==> src/rtl/core/sdc_pkg.sv <==
// ----------------------------------------------------------------------------
// sdc_pkg
// Shared types and constants of the signed number to digit codes block.
// ----------------------------------------------------------------------------
package sdc_pkg;

  localparam logic [7:0] DECODE_FLAG = 8'h10;
  localparam logic [7:0] LOW_NIBBLE  = 8'h0F;
  localparam logic [7:0] DASH_CODE   = 8'h1A;
  localparam logic [7:0] POINT_BIT   = 8'h80;

  localparam logic [1:0] STATUS_OK          = 2'd0;
  localparam logic [1:0] STATUS_NO_DASH     = 2'd1;
  localparam logic [1:0] STATUS_POINT_RANGE = 2'd2;

  typedef enum logic [1:0] {
    CFG_DIGITS_IN_USE   = 2'd0,
    CFG_PADDING_CODE    = 2'd1,
    CFG_PADDING_DECODED = 2'd2,
    CFG_FRACTION_DIGITS = 2'd3
  } cfg_idx_e;

  // Control of the BCD cell chain.
  typedef struct packed {
    logic clear;  // zero all digits
    logic shift;  // one shift-add step
  } chain_ctrl_t;

endpackage

==> src/rtl/core/signed_number_to_digit_codes_top.sv <==
// ----------------------------------------------------------------------------
// signed_number_to_digit_codes_top
// Converts a signed number into one display code per digit position.
// ----------------------------------------------------------------------------
// Operation: the magnitude shifts bit-serially through the BCD cell chain,
// a setup state (ST_CALC) lays out the run, then the first result item
// comes; the rest follow one per cycle while the output is not stalled.
// A new number is taken only once the run has ended.
// Reset: configuration returns to 8 positions, padding 15 decoded, no point.
// ----------------------------------------------------------------------------
module signed_number_to_digit_codes_top
  import sdc_pkg::*;
#(
  parameter int MAX_DIGITS  = 8,
  parameter int NUMBER_BITS = 32
) (
  input  logic        clk_i,
  input  logic        rst_ni,
  input  logic        cfg_we_i,
  input  logic [1:0]  cfg_index_i,
  input  logic [7:0]  cfg_data_i,
  input  logic        s_axis_tvalid_i,
  output logic        s_axis_tready_o,
  input  logic [31:0] s_axis_tdata_i,   // [31:0] number_value
  output logic        m_axis_tvalid_o,
  input  logic        m_axis_tready_i,
  output logic [15:0] m_axis_tdata_o,   // [3:0] position, [11:4] char_code, zero
  output logic        m_axis_tlast_o,
  output logic [1:0]  m_axis_tuser_o    // [1:0] status
);

  localparam int         IDX_W = (MAX_DIGITS > 1) ? $clog2(MAX_DIGITS) : 1;
  localparam int         BIT_W = $clog2(NUMBER_BITS);
  localparam logic [4:0] MAX_N = 5'(MAX_DIGITS);

  typedef enum logic [1:0] {ST_IDLE, ST_CONV, ST_CALC, ST_EMIT} state_e;

  state_e state_q;

  // configuration
  logic [4:0] dig_use_q;
  logic [7:0] pad_code_q;
  logic       pad_dec_q;
  logic [4:0] frac_q;

  always_ff @(posedge clk_i or negedge rst_ni) begin
    if (!rst_ni) begin
      dig_use_q  <= 5'd8;
      pad_code_q <= 8'd15;
      pad_dec_q  <= 1'b1;
      frac_q     <= 5'd0;
    end else if (cfg_we_i) begin
      case (cfg_idx_e'(cfg_index_i))
        CFG_DIGITS_IN_USE:   dig_use_q  <= cfg_data_i[4:0];
        CFG_PADDING_CODE:    pad_code_q <= cfg_data_i;
        CFG_PADDING_DECODED: pad_dec_q  <= cfg_data_i[0];
        CFG_FRACTION_DIGITS: frac_q     <= cfg_data_i[4:0];
        default: ;
      endcase
    end
  end

  // input magnitude
  logic [NUMBER_BITS+31:0] in_ext;
  logic [NUMBER_BITS-1:0]  raw;
  logic [NUMBER_BITS-1:0]  mag_w;
  logic                    in_acc;

  assign in_ext = {{NUMBER_BITS{1'b0}}, s_axis_tdata_i};
  assign raw    = in_ext[NUMBER_BITS-1:0];
  assign mag_w  = raw[NUMBER_BITS-1] ? (~raw + 1'b1) : raw;
  assign in_acc = (state_q == ST_IDLE) && s_axis_tvalid_i;

  logic [NUMBER_BITS-1:0] mag_q;
  logic                   neg_q;
  logic [4:0]             n_q;
  logic [4:0]             kc_q;
  logic [4:0]             d_q;
  logic [1:0]             stat_q;
  logic                   pt_q;
  logic [BIT_W-1:0]       cnt_q;
  logic [IDX_W-1:0]       pos_q;

  // BCD chain
  chain_ctrl_t ctrl;
  logic [3:0]  digits [MAX_DIGITS];
  logic        ovf;

  assign ctrl.clear = in_acc;
  assign ctrl.shift = (state_q == ST_CONV);

  sdc_bcd_chain #(.MAX_DIGITS(MAX_DIGITS)) u_chain (
    .clk_i   (clk_i),
    .rst_ni  (rst_ni),
    .ctrl_i  (ctrl),
    .bit_i   (mag_q[NUMBER_BITS-1]),
    .digits_o(digits),
    .ovf_o   (ovf)
  );

  // layout of the run: digit count, end of zero fill, status
  logic [4:0] k_w;
  logic [4:0] kc_w;
  logic [4:0] fz_w;
  logic [4:0] d_w;
  logic [1:0] stat_w;

  always_comb begin
    k_w = 5'd0;
    for (int i = 0; i < MAX_DIGITS; i++) begin
      if (digits[i] != 4'd0) k_w = 5'(i + 1);
    end
    kc_w = (ovf || (k_w > n_q)) ? n_q : k_w;
    fz_w = (frac_q >= n_q) ? n_q : (frac_q + 5'd1);
    d_w  = (kc_w > fz_w) ? kc_w : fz_w;
    if (neg_q && (d_w >= n_q)) begin
      stat_w = STATUS_NO_DASH;
    end else if ((frac_q != 5'd0) && (frac_q >= n_q)) begin
      stat_w = STATUS_POINT_RANGE;
    end else begin
      stat_w = STATUS_OK;
    end
  end

  // code of the current position
  logic [4:0] p5;
  logic [7:0] pad;
  logic [7:0] code;
  logic       last_w;
  logic       load;

  assign p5     = 5'(pos_q);
  assign pad    = pad_dec_q ? (pad_code_q | DECODE_FLAG) : (pad_code_q & LOW_NIBBLE);
  assign last_w = ((p5 + 5'd1) == n_q);
  assign load   = (state_q == ST_EMIT) && (!m_axis_tvalid_o || m_axis_tready_i);

  always_comb begin
    if (p5 < kc_q) begin
      code = DECODE_FLAG | {4'd0, digits[pos_q]};
    end else if (p5 < d_q) begin
      code = DECODE_FLAG;
    end else if ((p5 == d_q) && neg_q) begin
      code = DASH_CODE;
    end else begin
      code = pad;
    end
    if (pt_q && (p5 == frac_q)) code = code | POINT_BIT;
  end

  // datapath registers
  always_ff @(posedge clk_i) begin
    if (in_acc) begin
      mag_q <= mag_w;
      neg_q <= raw[NUMBER_BITS-1];
      n_q   <= (dig_use_q > MAX_N) ? MAX_N : dig_use_q;
    end else if (state_q == ST_CONV) begin
      mag_q <= {mag_q[NUMBER_BITS-2:0], 1'b0};
    end
    if (state_q == ST_CALC) begin
      kc_q   <= kc_w;
      d_q    <= d_w;
      stat_q <= stat_w;
      pt_q   <= (stat_w == STATUS_OK) && (frac_q != 5'd0);
    end
  end

  // control and output register
  logic [3:0] m_pos_q;
  logic [7:0] m_code_q;
  logic       m_last_q;
  logic [1:0] m_stat_q;
  logic       m_valid_q;

  always_ff @(posedge clk_i or negedge rst_ni) begin
    if (!rst_ni) begin
      state_q   <= ST_IDLE;
      cnt_q     <= '0;
      pos_q     <= '0;
      m_valid_q <= 1'b0;
      m_pos_q   <= 4'd0;
      m_code_q  <= 8'd0;
      m_last_q  <= 1'b0;
      m_stat_q  <= STATUS_OK;
    end else begin
      // drop the item once taken, unless a new one loads in its place
      if (m_valid_q && m_axis_tready_i && !load) m_valid_q <= 1'b0;
      case (state_q)
        ST_IDLE: begin
          if (s_axis_tvalid_i) begin
            cnt_q   <= BIT_W'(NUMBER_BITS - 1);
            state_q <= ST_CONV;
          end
        end
        ST_CONV: begin
          cnt_q <= cnt_q - 1'b1;
          if (cnt_q == '0) state_q <= ST_CALC;
        end
        ST_CALC: begin
          pos_q   <= '0;
          state_q <= (n_q == 5'd0) ? ST_IDLE : ST_EMIT;
        end
        ST_EMIT: begin
          if (load) begin
            m_valid_q <= 1'b1;
            m_pos_q   <= 4'(pos_q);
            m_code_q  <= code;
            m_last_q  <= last_w;
            m_stat_q  <= last_w ? stat_q : STATUS_OK;
            pos_q     <= pos_q + 1'b1;
            if (last_w) state_q <= ST_IDLE;
          end
        end
        default: state_q <= ST_IDLE;
      endcase
    end
  end

  assign s_axis_tready_o = (state_q == ST_IDLE);
  assign m_axis_tvalid_o = m_valid_q;
  assign m_axis_tdata_o  = {4'd0, m_code_q, m_pos_q};
  assign m_axis_tlast_o  = m_last_q;
  assign m_axis_tuser_o  = m_stat_q;

endmodule

==> src/rtl/core/sdc_bcd_cell.sv <==
// ----------------------------------------------------------------------------
// sdc_bcd_cell
// One decimal digit of the shift-add converter: add 3 when five or more,
// then shift one bit in from below and pass the top bit up.
// ----------------------------------------------------------------------------
module sdc_bcd_cell
  import sdc_pkg::*;
(
  input  logic        clk_i,
  input  chain_ctrl_t ctrl_i,
  input  logic        bit_i,
  output logic        bit_o,
  output logic [3:0]  digit_o
);

  logic [3:0] digit_q;
  logic [3:0] adj;

  assign adj     = (digit_q >= 4'd5) ? (digit_q + 4'd3) : digit_q;
  assign bit_o   = adj[3];
  assign digit_o = digit_q;

  always_ff @(posedge clk_i) begin
    if (ctrl_i.clear) begin
      digit_q <= 4'd0;
    end else if (ctrl_i.shift) begin
      digit_q <= {adj[2:0], bit_i};
    end
  end

endmodule

==> src/rtl/core/sdc_bcd_chain.sv <==
// ----------------------------------------------------------------------------
// sdc_bcd_chain
// Row of BCD cells, least significant digit first. Flags overflow when a
// one leaves the top cell, meaning a nonzero digit exists above the row.
// ----------------------------------------------------------------------------
module sdc_bcd_chain
  import sdc_pkg::*;
#(
  parameter int MAX_DIGITS = 8
) (
  input  logic        clk_i,
  input  logic        rst_ni,
  input  chain_ctrl_t ctrl_i,
  input  logic        bit_i,
  output logic [3:0]  digits_o [MAX_DIGITS],
  output logic        ovf_o
);

  logic [MAX_DIGITS:0] carry;
  logic                ovf_q;

  assign carry[0] = bit_i;
  assign ovf_o    = ovf_q;

  for (genvar i = 0; i < MAX_DIGITS; i++) begin : g_cell
    sdc_bcd_cell u_cell (
      .clk_i  (clk_i),
      .ctrl_i (ctrl_i),
      .bit_i  (carry[i]),
      .bit_o  (carry[i+1]),
      .digit_o(digits_o[i])
    );
  end

  always_ff @(posedge clk_i or negedge rst_ni) begin
    if (!rst_ni) begin
      ovf_q <= 1'b0;
    end else if (ctrl_i.clear) begin
      ovf_q <= 1'b0;
    end else if (ctrl_i.shift && carry[MAX_DIGITS]) begin
      ovf_q <= 1'b1;
    end
  end

endmodule

==> config.mk <==
export PLATFORM = sky130hd
export DESIGN_NAME = signed_number_to_digit_codes_top
export DESIGN_NICKNAME = d
export VERILOG_FILES = /design/src/rtl/core/sdc_pkg.sv /design/src/rtl/core/signed_number_to_digit_codes_top.sv /design/src/rtl/core/sdc_bcd_cell.sv /design/src/rtl/core/sdc_bcd_chain.sv
export SDC_FILE = /design/constraint.sdc
export NUM_CORES = 1
export LEC_CHECK = 0
export BUFFER_PORTS_ARGS = -buffer_cell sky130_fd_sc_hd__buf_2
export CORE_ASPECT_RATIO = 1.25
export CORE_MARGIN = 2
export CORE_UTILIZATION = 60
export DETAILED_ROUTE_END_ITERATION = 8
export HOLD_SLACK_MARGIN = 0.05
export PLACE_DENSITY = 0.9
export SLEW_MARGIN = 20
export SYNTH_ARGS = -nofsm -noshare
export SYNTH_HDL_FRONTEND = slang
export SYNTH_HIERARCHICAL = 1
export SYNTH_SLANG_ARGS = --single-unit
==> constraint.sdc <==
create_clock -name clk_i -period 12.95 [get_ports clk_i]
set_input_delay 0 -clock clk_i [delete_from_list [all_inputs] [get_ports clk_i]]
set_output_delay 0 -clock clk_i [all_outputs]
set_load 0.01 [all_outputs]
==> impl_summary.log, run 1 <==
INFO  metric final-max-slew-violation-count = 0
INFO  metric antenna_found_initial = 2
INFO  metric crit_path_max_fanout = 7
INFO  metric fp.dieArea = 14100 um^2
INFO  metric setup.worst_path.start = u_chain/g_cell[1].u_cell/digit_o[0]
INFO  metric worstSetupPathType = register to register
INFO  metric initial_utilization = 62.0%
INFO  metric critPathArrivalTime = 6.65 ns
INFO  metric max_cap_violation_count = 0
INFO  metric root_buffer_cell = sky130_fd_sc_hd__clkbuf_16
INFO  metric vdd_drop_max = 0.107 mV
INFO  metric max-clock-path-buffers = 2
INFO  metric clock_tree_from_tritoncts = yes
INFO  metric grt_remaining_overflow = 0
INFO  metric setup_repair_bufs_after_cts = 0
INFO  metric buffer_ports.inserted = 62
INFO  metric ys_top_cells_by_area = sky130_fd_sc_hd__edfxtp_1 (19%), sky130_fd_sc_hd__dfrtp_1 (12%), sky130_fd_sc_hd__dfxtp_1 (8.1%)
INFO  metric grt_pass1_vias = 6898
INFO  metric tightestPinTransition = 1.01 ns
INFO  metric detail_route.drc_violations = 0
INFO  metric synth_cell_types = 64
INFO  metric syn-cell-area = 7920 um^2
INFO  metric cts-buffers-inserted = 17
INFO  metric total_stage_count_of_the_critical_path = 29
INFO  metric pin_count = 68
INFO  metric syn-instance-count = 824
INFO  metric cp_data_required_time = 13.23 ns
INFO  metric grt_start_max_net_pins = 77
INFO  metric timing.critical_path.from_type = register
INFO  metric leakage = 0.00387 uW
INFO  metric critPathMaxStageDelay = 0.46 ns
INFO  metric clock_latency = 0.43 ns
INFO  metric max_freq = 157 MHz
INFO  metric detailedPlacementHpwl = 12.2 mm
INFO  metric synth.yosys.warnings = 6
INFO  metric crit_family = compound AO/OA/AOI/OAI gates
INFO  metric synth_largest_area_cell = sky130_fd_sc_hd__edfxtp_1
INFO  metric synth_seq_cells = 127
INFO  metric drt_pre_antenna_iters = 7
INFO  metric final_critical_period = 6.37 ns
INFO  metric timing.final.crit_share = 49.2%
INFO  metric finalWirelength = 20.4 mm
INFO  metric clkSlewWorstSetupHoldPaths = 0.06 ns
INFO  metric grt_setup_unrepaired = no
INFO  metric slowest_cell_on_the_critical_path = sky130_fd_sc_hd__nor4_1
INFO  metric detail_route.iter0.violations = 496
INFO  metric synthesis.area_per_instance = 9.61 um^2
INFO  metric nNetsFinal = 1014
INFO  metric final_hold_viol_count = 0
INFO  metric layout-area-overhead-vs-synth = 18.0%
INFO  metric routed_via_density = 6.21
INFO  metric gp_routability_congestion = 0.983
INFO  metric wire_length_of_the_first_global_routing_pass = 33.0 mm
INFO  metric fin_total_pwr = 2290 uW
INFO  metric cts_num_sinks = 127
INFO  metric r2r_slack = 6.58 ns
INFO  metric rr_endpoint = pt_q
INFO  metric final-setup-viol-count = 0
INFO  metric worstHoldPathType = primary input to register
INFO  metric die-height = 132 um
INFO  metric vias = 6876
INFO  metric timing.rr.start = u_chain/g_cell[1].u_cell/digit_o[0]
INFO  metric htree_levels = 4
INFO  metric layout-drive-gt1-share = 15.4%
INFO  metric coreArea = 12800 um^2
INFO  metric routed_wire_length_per_instance = 18.5 um
INFO  metric seq_area_frac_synth = 41.4%
INFO  metric final_antenna_net_count = 0
INFO  metric final.setup_skew = 0.0123 ns
INFO  metric power.density_cell_area = 246 nW/um^2
INFO  metric outcome = finished, final reports clean
INFO  metric setup.worst_path.end_class = register
INFO  metric critPathCapture = pt_q
INFO  metric timing.slew.headroom = 32.3%
INFO  metric synthDominantCellAreaShare = 19.3%
INFO  metric post_cts.resized_instances = 0
INFO  metric synth_edf_count = 51
INFO  metric postSynth.asyncResetShare = 34.6%
INFO  metric critical_path_buf_inv_count = 2
INFO  metric hold-path-cell-count = 3
INFO  metric totalNegativeSetupSlack = 0 ns
INFO  metric timing.reg2reg.worst_path_depth = 29
INFO  metric yosys_most_used_dff = sky130_fd_sc_hd__edfxtp_1
INFO  metric dieWidth = 107 um
INFO  metric std_cell_rows = 46
INFO  metric track_usage = 29.5%
-- per-stage QoR --
step	util, %	setup WS, ns	hold slack (ns)	std cells	cell area [um^2]
floorplan	-	7.43	-0.296	829	7940
detailed placement	65.0	6.87	0.222	1029	8310
CTS	73.0	6.70	0.0807	1105	9330
finish	73.1	6.58	0.0950	1107	9340
global placement	65.0	7.05	0.212	1029	8310
global route	73.1	6.07	0.113	1107	9340
-- cell usage in the layout, fill, tap and decap left out, types with 31 or more instances in the layout --
cell and n:
sky130_fd_sc_hd__o21ai_0 84, sky130_fd_sc_hd__nand2_1 107, sky130_fd_sc_hd__nand2b_1 38, sky130_fd_sc_hd__ha_1 43, sky130_fd_sc_hd__edfxtp_1 51, sky130_fd_sc_hd__a21oi_1 40
sky130_fd_sc_hd__buf_2 61, sky130_fd_sc_hd__inv_1 47, sky130_fd_sc_hd__dlygate4sd3_1 44, sky130_fd_sc_hd__dfrtp_1 38, sky130_fd_sc_hd__nor2_1 39, sky130_fd_sc_hd__dfxtp_1 32
sky130_fd_sc_hd__xor2_1 31
-- logic make-up after synthesis --
family / after synthesis / share of synthesized area [%]
compound gates: 209 / 17.5
xor+xnor: 41 / 4.53
fa+ha+maj: 44 / 6.92
buf+inv: 82 / 4.52
flops: 127 / 41.4
mux: 47 / 7.66
other cells: 1 / 0.0474
simple gates: 273 / 17.3
-- per-layer routing --
layer  global-route usage (%)  wire length [um]
met1                     33.5              7550
met2                     51.0             10400
met3                     6.85              1540
met4                     16.0               916
met5                        0                 0
-- state kept, by name, summed over array words and instances (netlist names), 2 cells and up --
register,flops
cnt_q,5
d_q,5
dig_use_q,5
frac_q,5
kc_q,5
m_axis_tuser_o,2
m_code_q,8
m_pos_q,3
mag_q,32
n_q,5
pad_code_q,7
pos_q,3
stat_q,2
state_q,2
u_chain/g_cell.u_cell/digit_o,32
-- worst min-delay path by stage --
stage / startpoint / to / slack, ns
3_3_place_gp: rst_ni / m_axis_tuser_o[1] / 0.21
6_report: s_axis_tdata_i[6] / mag_q[6] / 0.1
4_1_cts: s_axis_tdata_i[31] / neg_q / 0.08
5_1_grt: s_axis_tdata_i[31] / neg_q / 0.11
2_1_floorplan: rst_ni / cnt_q[0] / -0.30
3_5_place_dp: rst_ni / m_axis_tuser_o[0] / 0.22
-- power by group --
part | internal (uW) | switching, uW
registers | 626 | 164
clock network | 288 | 189
logic | 431 | 596
total | 1340 | 949
-- synth_stat cells, types with 3 or more instances --
| cell type | number |
|---|---|
| sky130_fd_sc_hd__nand3_1 | 20 |
| sky130_fd_sc_hd__a21o_1 | 6 |
| sky130_fd_sc_hd__nand2_1 | 107 |
| sky130_fd_sc_hd__nor4_1 | 8 |
| sky130_fd_sc_hd__mux2_2 | 22 |
| sky130_fd_sc_hd__dfxtp_1 | 32 |
| sky130_fd_sc_hd__dfrtp_1 | 38 |
| sky130_fd_sc_hd__o221ai_1 | 16 |
| sky130_fd_sc_hd__nor2b_1 | 5 |
| sky130_fd_sc_hd__nor3_1 | 7 |
| sky130_fd_sc_hd__o21ai_0 | 84 |
| sky130_fd_sc_hd__or3_1 | 5 |
| sky130_fd_sc_hd__nand3b_1 | 14 |
| sky130_fd_sc_hd__or4_1 | 6 |
| sky130_fd_sc_hd__mux4_2 | 7 |
| sky130_fd_sc_hd__edfxtp_1 | 51 |
| sky130_fd_sc_hd__nand2b_1 | 38 |
| sky130_fd_sc_hd__nor2_1 | 39 |
| sky130_fd_sc_hd__buf_4 | 13 |
| sky130_fd_sc_hd__o21a_1 | 3 |
| sky130_fd_sc_hd__clkbuf_1 | 18 |
| sky130_fd_sc_hd__or2_2 | 3 |
| sky130_fd_sc_hd__ha_1 | 43 |
| sky130_fd_sc_hd__dfstp_2 | 6 |
| sky130_fd_sc_hd__a2111o_1 | 16 |
| sky130_fd_sc_hd__inv_1 | 49 |
| sky130_fd_sc_hd__xor2_1 | 31 |
| sky130_fd_sc_hd__o41ai_1 | 6 |
| sky130_fd_sc_hd__and2_1 | 3 |
| sky130_fd_sc_hd__mux2i_1 | 16 |
| sky130_fd_sc_hd__nor4b_1 | 3 |
| sky130_fd_sc_hd__a21oi_1 | 40 |
| sky130_fd_sc_hd__or3b_1 | 8 |
| sky130_fd_sc_hd__o31ai_1 | 9 |
| sky130_fd_sc_hd__xnor2_1 | 10 |
| sky130_fd_sc_hd__a31oi_1 | 4 |
-- worst min-delay path: cells and delay by family --
family,cells,cell delay (ns)
xor+xnor,1,0.07
buf+inv,1,0.13
compound gates,1,0.19
-- what timing repair did --
item	CTS	global route
endpoints found under the setup margin	0	0
hold buffers	44	0
hold endpoints to repair	95	0
-- layout make-up --
| class | instances | area [um^2] |
|---|---|---|
| multi-input cells | 620 | 4300 |
| fillers | 844 | 3440 |
| flip-flops and latches | 127 | 3280 |
| repair buffers | 109 | 776 |
| clock buffers | 22 | 485 |
| well taps | 168 | 210 |
| inverters | 49 | 185 |
| clock inverters | 10 | 100 |
| diodes | 2 | 5.00 |
(Power assumes the default switching activity.)
==> run 2: changes to the inputs <==
ABC_AREA = 1   (was not set)
clock period = 6 ns   (was 12.95 ns; I/O delays follow)
==> impl_summary.log, run 2 <==
INFO  metric outcome = finished, violations left
INFO  metric violations = DRC
INFO  metric totalNegativeSetupSlack = 0 ns
INFO  metric htree_levels = 4
INFO  metric postSynth.asyncResetShare = 34.6%
INFO  metric power.density_cell_area = 536 nW/um^2
INFO  metric layout-area-overhead-vs-synth = 19.1%
INFO  metric max-clock-path-buffers = 2
INFO  metric buffer_ports.inserted = 62
INFO  metric fp.dieArea = 14100 um^2
INFO  metric wire_length_of_the_first_global_routing_pass = 34.4 mm
INFO  metric synth_cell_types = 48
INFO  metric timing.slew.headroom = 33.3%
INFO  metric synthesis.area_per_instance = 7.77 um^2
INFO  metric final_hold_viol_count = 0
INFO  metric gp_routability_congestion = 0.901
INFO  metric pin_count = 68
INFO  metric max_cap_violation_count = 0
INFO  metric root_buffer_cell = sky130_fd_sc_hd__clkbuf_16
INFO  metric std_cell_rows = 46
INFO  metric syn-instance-count = 1018
INFO  metric setup.worst_path.end_class = register
INFO  metric max_freq = 200 MHz
INFO  metric vias = 7758
INFO  metric setup_repair_bufs_after_cts = 0
INFO  metric final-setup-viol-count = 0
INFO  metric layout-drive-gt1-share = 12.8%
INFO  metric yosys_most_used_dff = sky130_fd_sc_hd__edfxtp_1
INFO  metric die-height = 132 um
INFO  metric vdd_drop_max = 0.264 mV
INFO  metric detail_route.drc_violations = 1
INFO  metric final_critical_period = 5.00 ns
INFO  metric final_cell_area = 9420 um^2
INFO  metric synth_seq_cells = 127
INFO  metric worstHoldPathType = primary input to register
INFO  metric routed_via_density = 5.92
INFO  metric nNetsFinal = 1219
INFO  metric critPathMaxStageDelay = 0.43 ns
INFO  metric dieWidth = 107 um
INFO  metric grt_remaining_overflow = 0
INFO  metric synthDominantCellAreaShare = 19.4%
INFO  metric cts-buffers-inserted = 17
INFO  metric critPathArrivalTime = 5.28 ns
INFO  metric clock_latency = 0.43 ns
INFO  metric yosys-top-cells-count = sky130_fd_sc_hd__nand2_1 (181), sky130_fd_sc_hd__inv_1 (160), sky130_fd_sc_hd__o21ai_0 (106)
INFO  metric tightestPinTransition = 1.00 ns
INFO  metric leakage = 0.00444 uW
INFO  metric finalWirelength = 21.7 mm
INFO  metric clkSlewWorstSetupHoldPaths = 0.06 ns
INFO  metric grt_setup_unrepaired = no
INFO  metric path_common_cell = sky130_fd_sc_hd__nand2_1
INFO  metric final_antenna_net_count = 0
INFO  metric detail_route.iter0.violations = 796
INFO  metric synth_edf_count = 51
INFO  metric routed_wire_length_per_instance = 16.5 um
INFO  metric cp_data_required_time = 6.28 ns
INFO  metric initial_utilization = 61.9%
INFO  metric mostFrequentLayoutCells = sky130_fd_sc_hd__nand2_1 (181), sky130_fd_sc_hd__inv_1 (159), sky130_fd_sc_hd__o21ai_0 (106)
INFO  metric final_core_util = 73.7%
INFO  metric track_usage = 30.5%
INFO  metric ys_top_cells_by_area = sky130_fd_sc_hd__edfxtp_1 (19%), sky130_fd_sc_hd__dfrtp_1 (12%), sky130_fd_sc_hd__nand2_1 (8.6%)
INFO  metric final-max-slew-violation-count = 0
INFO  metric layout_commonest_cell = sky130_fd_sc_hd__nand2_1
INFO  metric timing.critical_path.from_type = register
INFO  metric place_area = 8370 um^2
INFO  metric syn-cell-area = 7910 um^2
INFO  metric final.setup_skew = 0.0114 ns
INFO  metric worstSetupPathType = register to register
INFO  metric cts_num_sinks = 127
INFO  metric crit_path_max_fanout = 8
INFO  metric fin_total_pwr = 5050 uW
INFO  metric grt_start_max_net_pins = 49
INFO  metric synth.yosys.warnings = 6
INFO  metric coreArea = 12800 um^2
INFO  metric yosysMostFrequentCell = sky130_fd_sc_hd__nand2_1
INFO  metric antenna_found_initial = 1
INFO  metric seq_area_frac_synth = 41.5%
INFO  metric timing.final.crit_share = 83.4%
INFO  metric slowest_cell_on_the_critical_path = sky130_fd_sc_hd__nor4_4
INFO  metric detailedPlacementHpwl = 12.6 mm
INFO  metric post_cts.resized_instances = 0
INFO  metric clock_tree_from_tritoncts = yes
INFO  metric drt_pre_antenna_iters = 9
INFO  metric grt_pass1_vias = 7473
INFO  metric synth_largest_area_cell = sky130_fd_sc_hd__edfxtp_1
run 2: cell types whose count changed in the layout (fill, tap and decap cells not counted), moves of 20 or more:
cell,previous run,this run
sky130_fd_sc_hd__nand2_1,107,181
sky130_fd_sc_hd__a21oi_1,40,60
sky130_fd_sc_hd__nor2_1,39,92
sky130_fd_sc_hd__mux2_2,22,1
sky130_fd_sc_hd__o21ai_0,84,106
sky130_fd_sc_hd__nand2b_1,38,0
sky130_fd_sc_hd__inv_1,47,159
sky130_fd_sc_hd__nand2_2,0,21
sky130_fd_sc_hd__nand3_1,20,67
run 2: worst paths after layout:
check | start | to | slack, ns | cells after the start
worst min-delay path | cfg_index_i[0] | frac_q[3] | 0.09 | 3
worst min register to register | stat_q[0] | m_axis_tuser_o[0] | 0.48 | 2
worst max register to register | u_chain/g_cell[7].u_cell/digit_o[0] | stat_q[1] | 1.0 | 30
max in group asynchronous | rst_ni | u_chain/ovf_o | 5.08 | 2
min in group asynchronous | rst_ni | m_code_q[0] | 0.30 | 2
worst max-delay path | u_chain/g_cell[7].u_cell/digit_o[0] | stat_q[1] | 1.0 | 30
run 2: layout make-up:
cell class | instances | area (um^2)
multi-input cells | 708 | 3930
fillers | 846 | 3360
flip-flops and latches | 127 | 3280
repair buffers | 111 | 793
inverters | 164 | 616
clock buffers | 20 | 489
well taps | 168 | 210
clock inverters | 12 | 96.3
diodes | 1 | 2.50
run 2: per-layer routing:
metal	wire, um	track usage [%]
met1	7810	32.3
met4	1270	18.6
met5	0	0
met2	11000	54.7
met3	1570	6.08
run 2: through the flow:
step,hold WS [ns],cells,worst slack (ns)
after floorplan,-0.296,1023,1.94
after global placement,0.206,1232,1.65
after detailed placement,0.205,1232,1.43
after CTS,0.0662,1310,1.19
after global routing,0.124,1311,0.726
final,0.0856,1311,0.996
run 2: kinds of logic after synthesis:
family	share of synthesized area [%]
adders and majority gates	6.80
buffers and inverters	9.22
DFF	41.5
muxes	0.142
other	0.0474
AOI/OAI and AO/OA	15.6
xor gates and xnor gates	4.10
and+or+nand+nor	22.6
run 2: worst max-delay path, delay by kind of cell, from the launching register on:
kind	cells	cell delay [ns]
DFF	1	0.38
buffers and inverters	3	0.32
adders and majority gates	3	0.87
AOI/OAI and AO/OA	7	1.29
and+or+nand+nor	17	1.98
run 2: repair_timing:
| item | CTS | global route |
|---|---|---|
| hold buffers | 46 | 0 |
| endpoints found under the setup margin | 0 | 0 |
| endpoints found under the hold margin | 89 | 0 |
run 2: where the power goes:
group	total [uW]	switching (uW)	internal [uW]
logic	2330	1520	812
registers	1710	332	1380
clock network	1010	414	595
total	5050	2260	2790
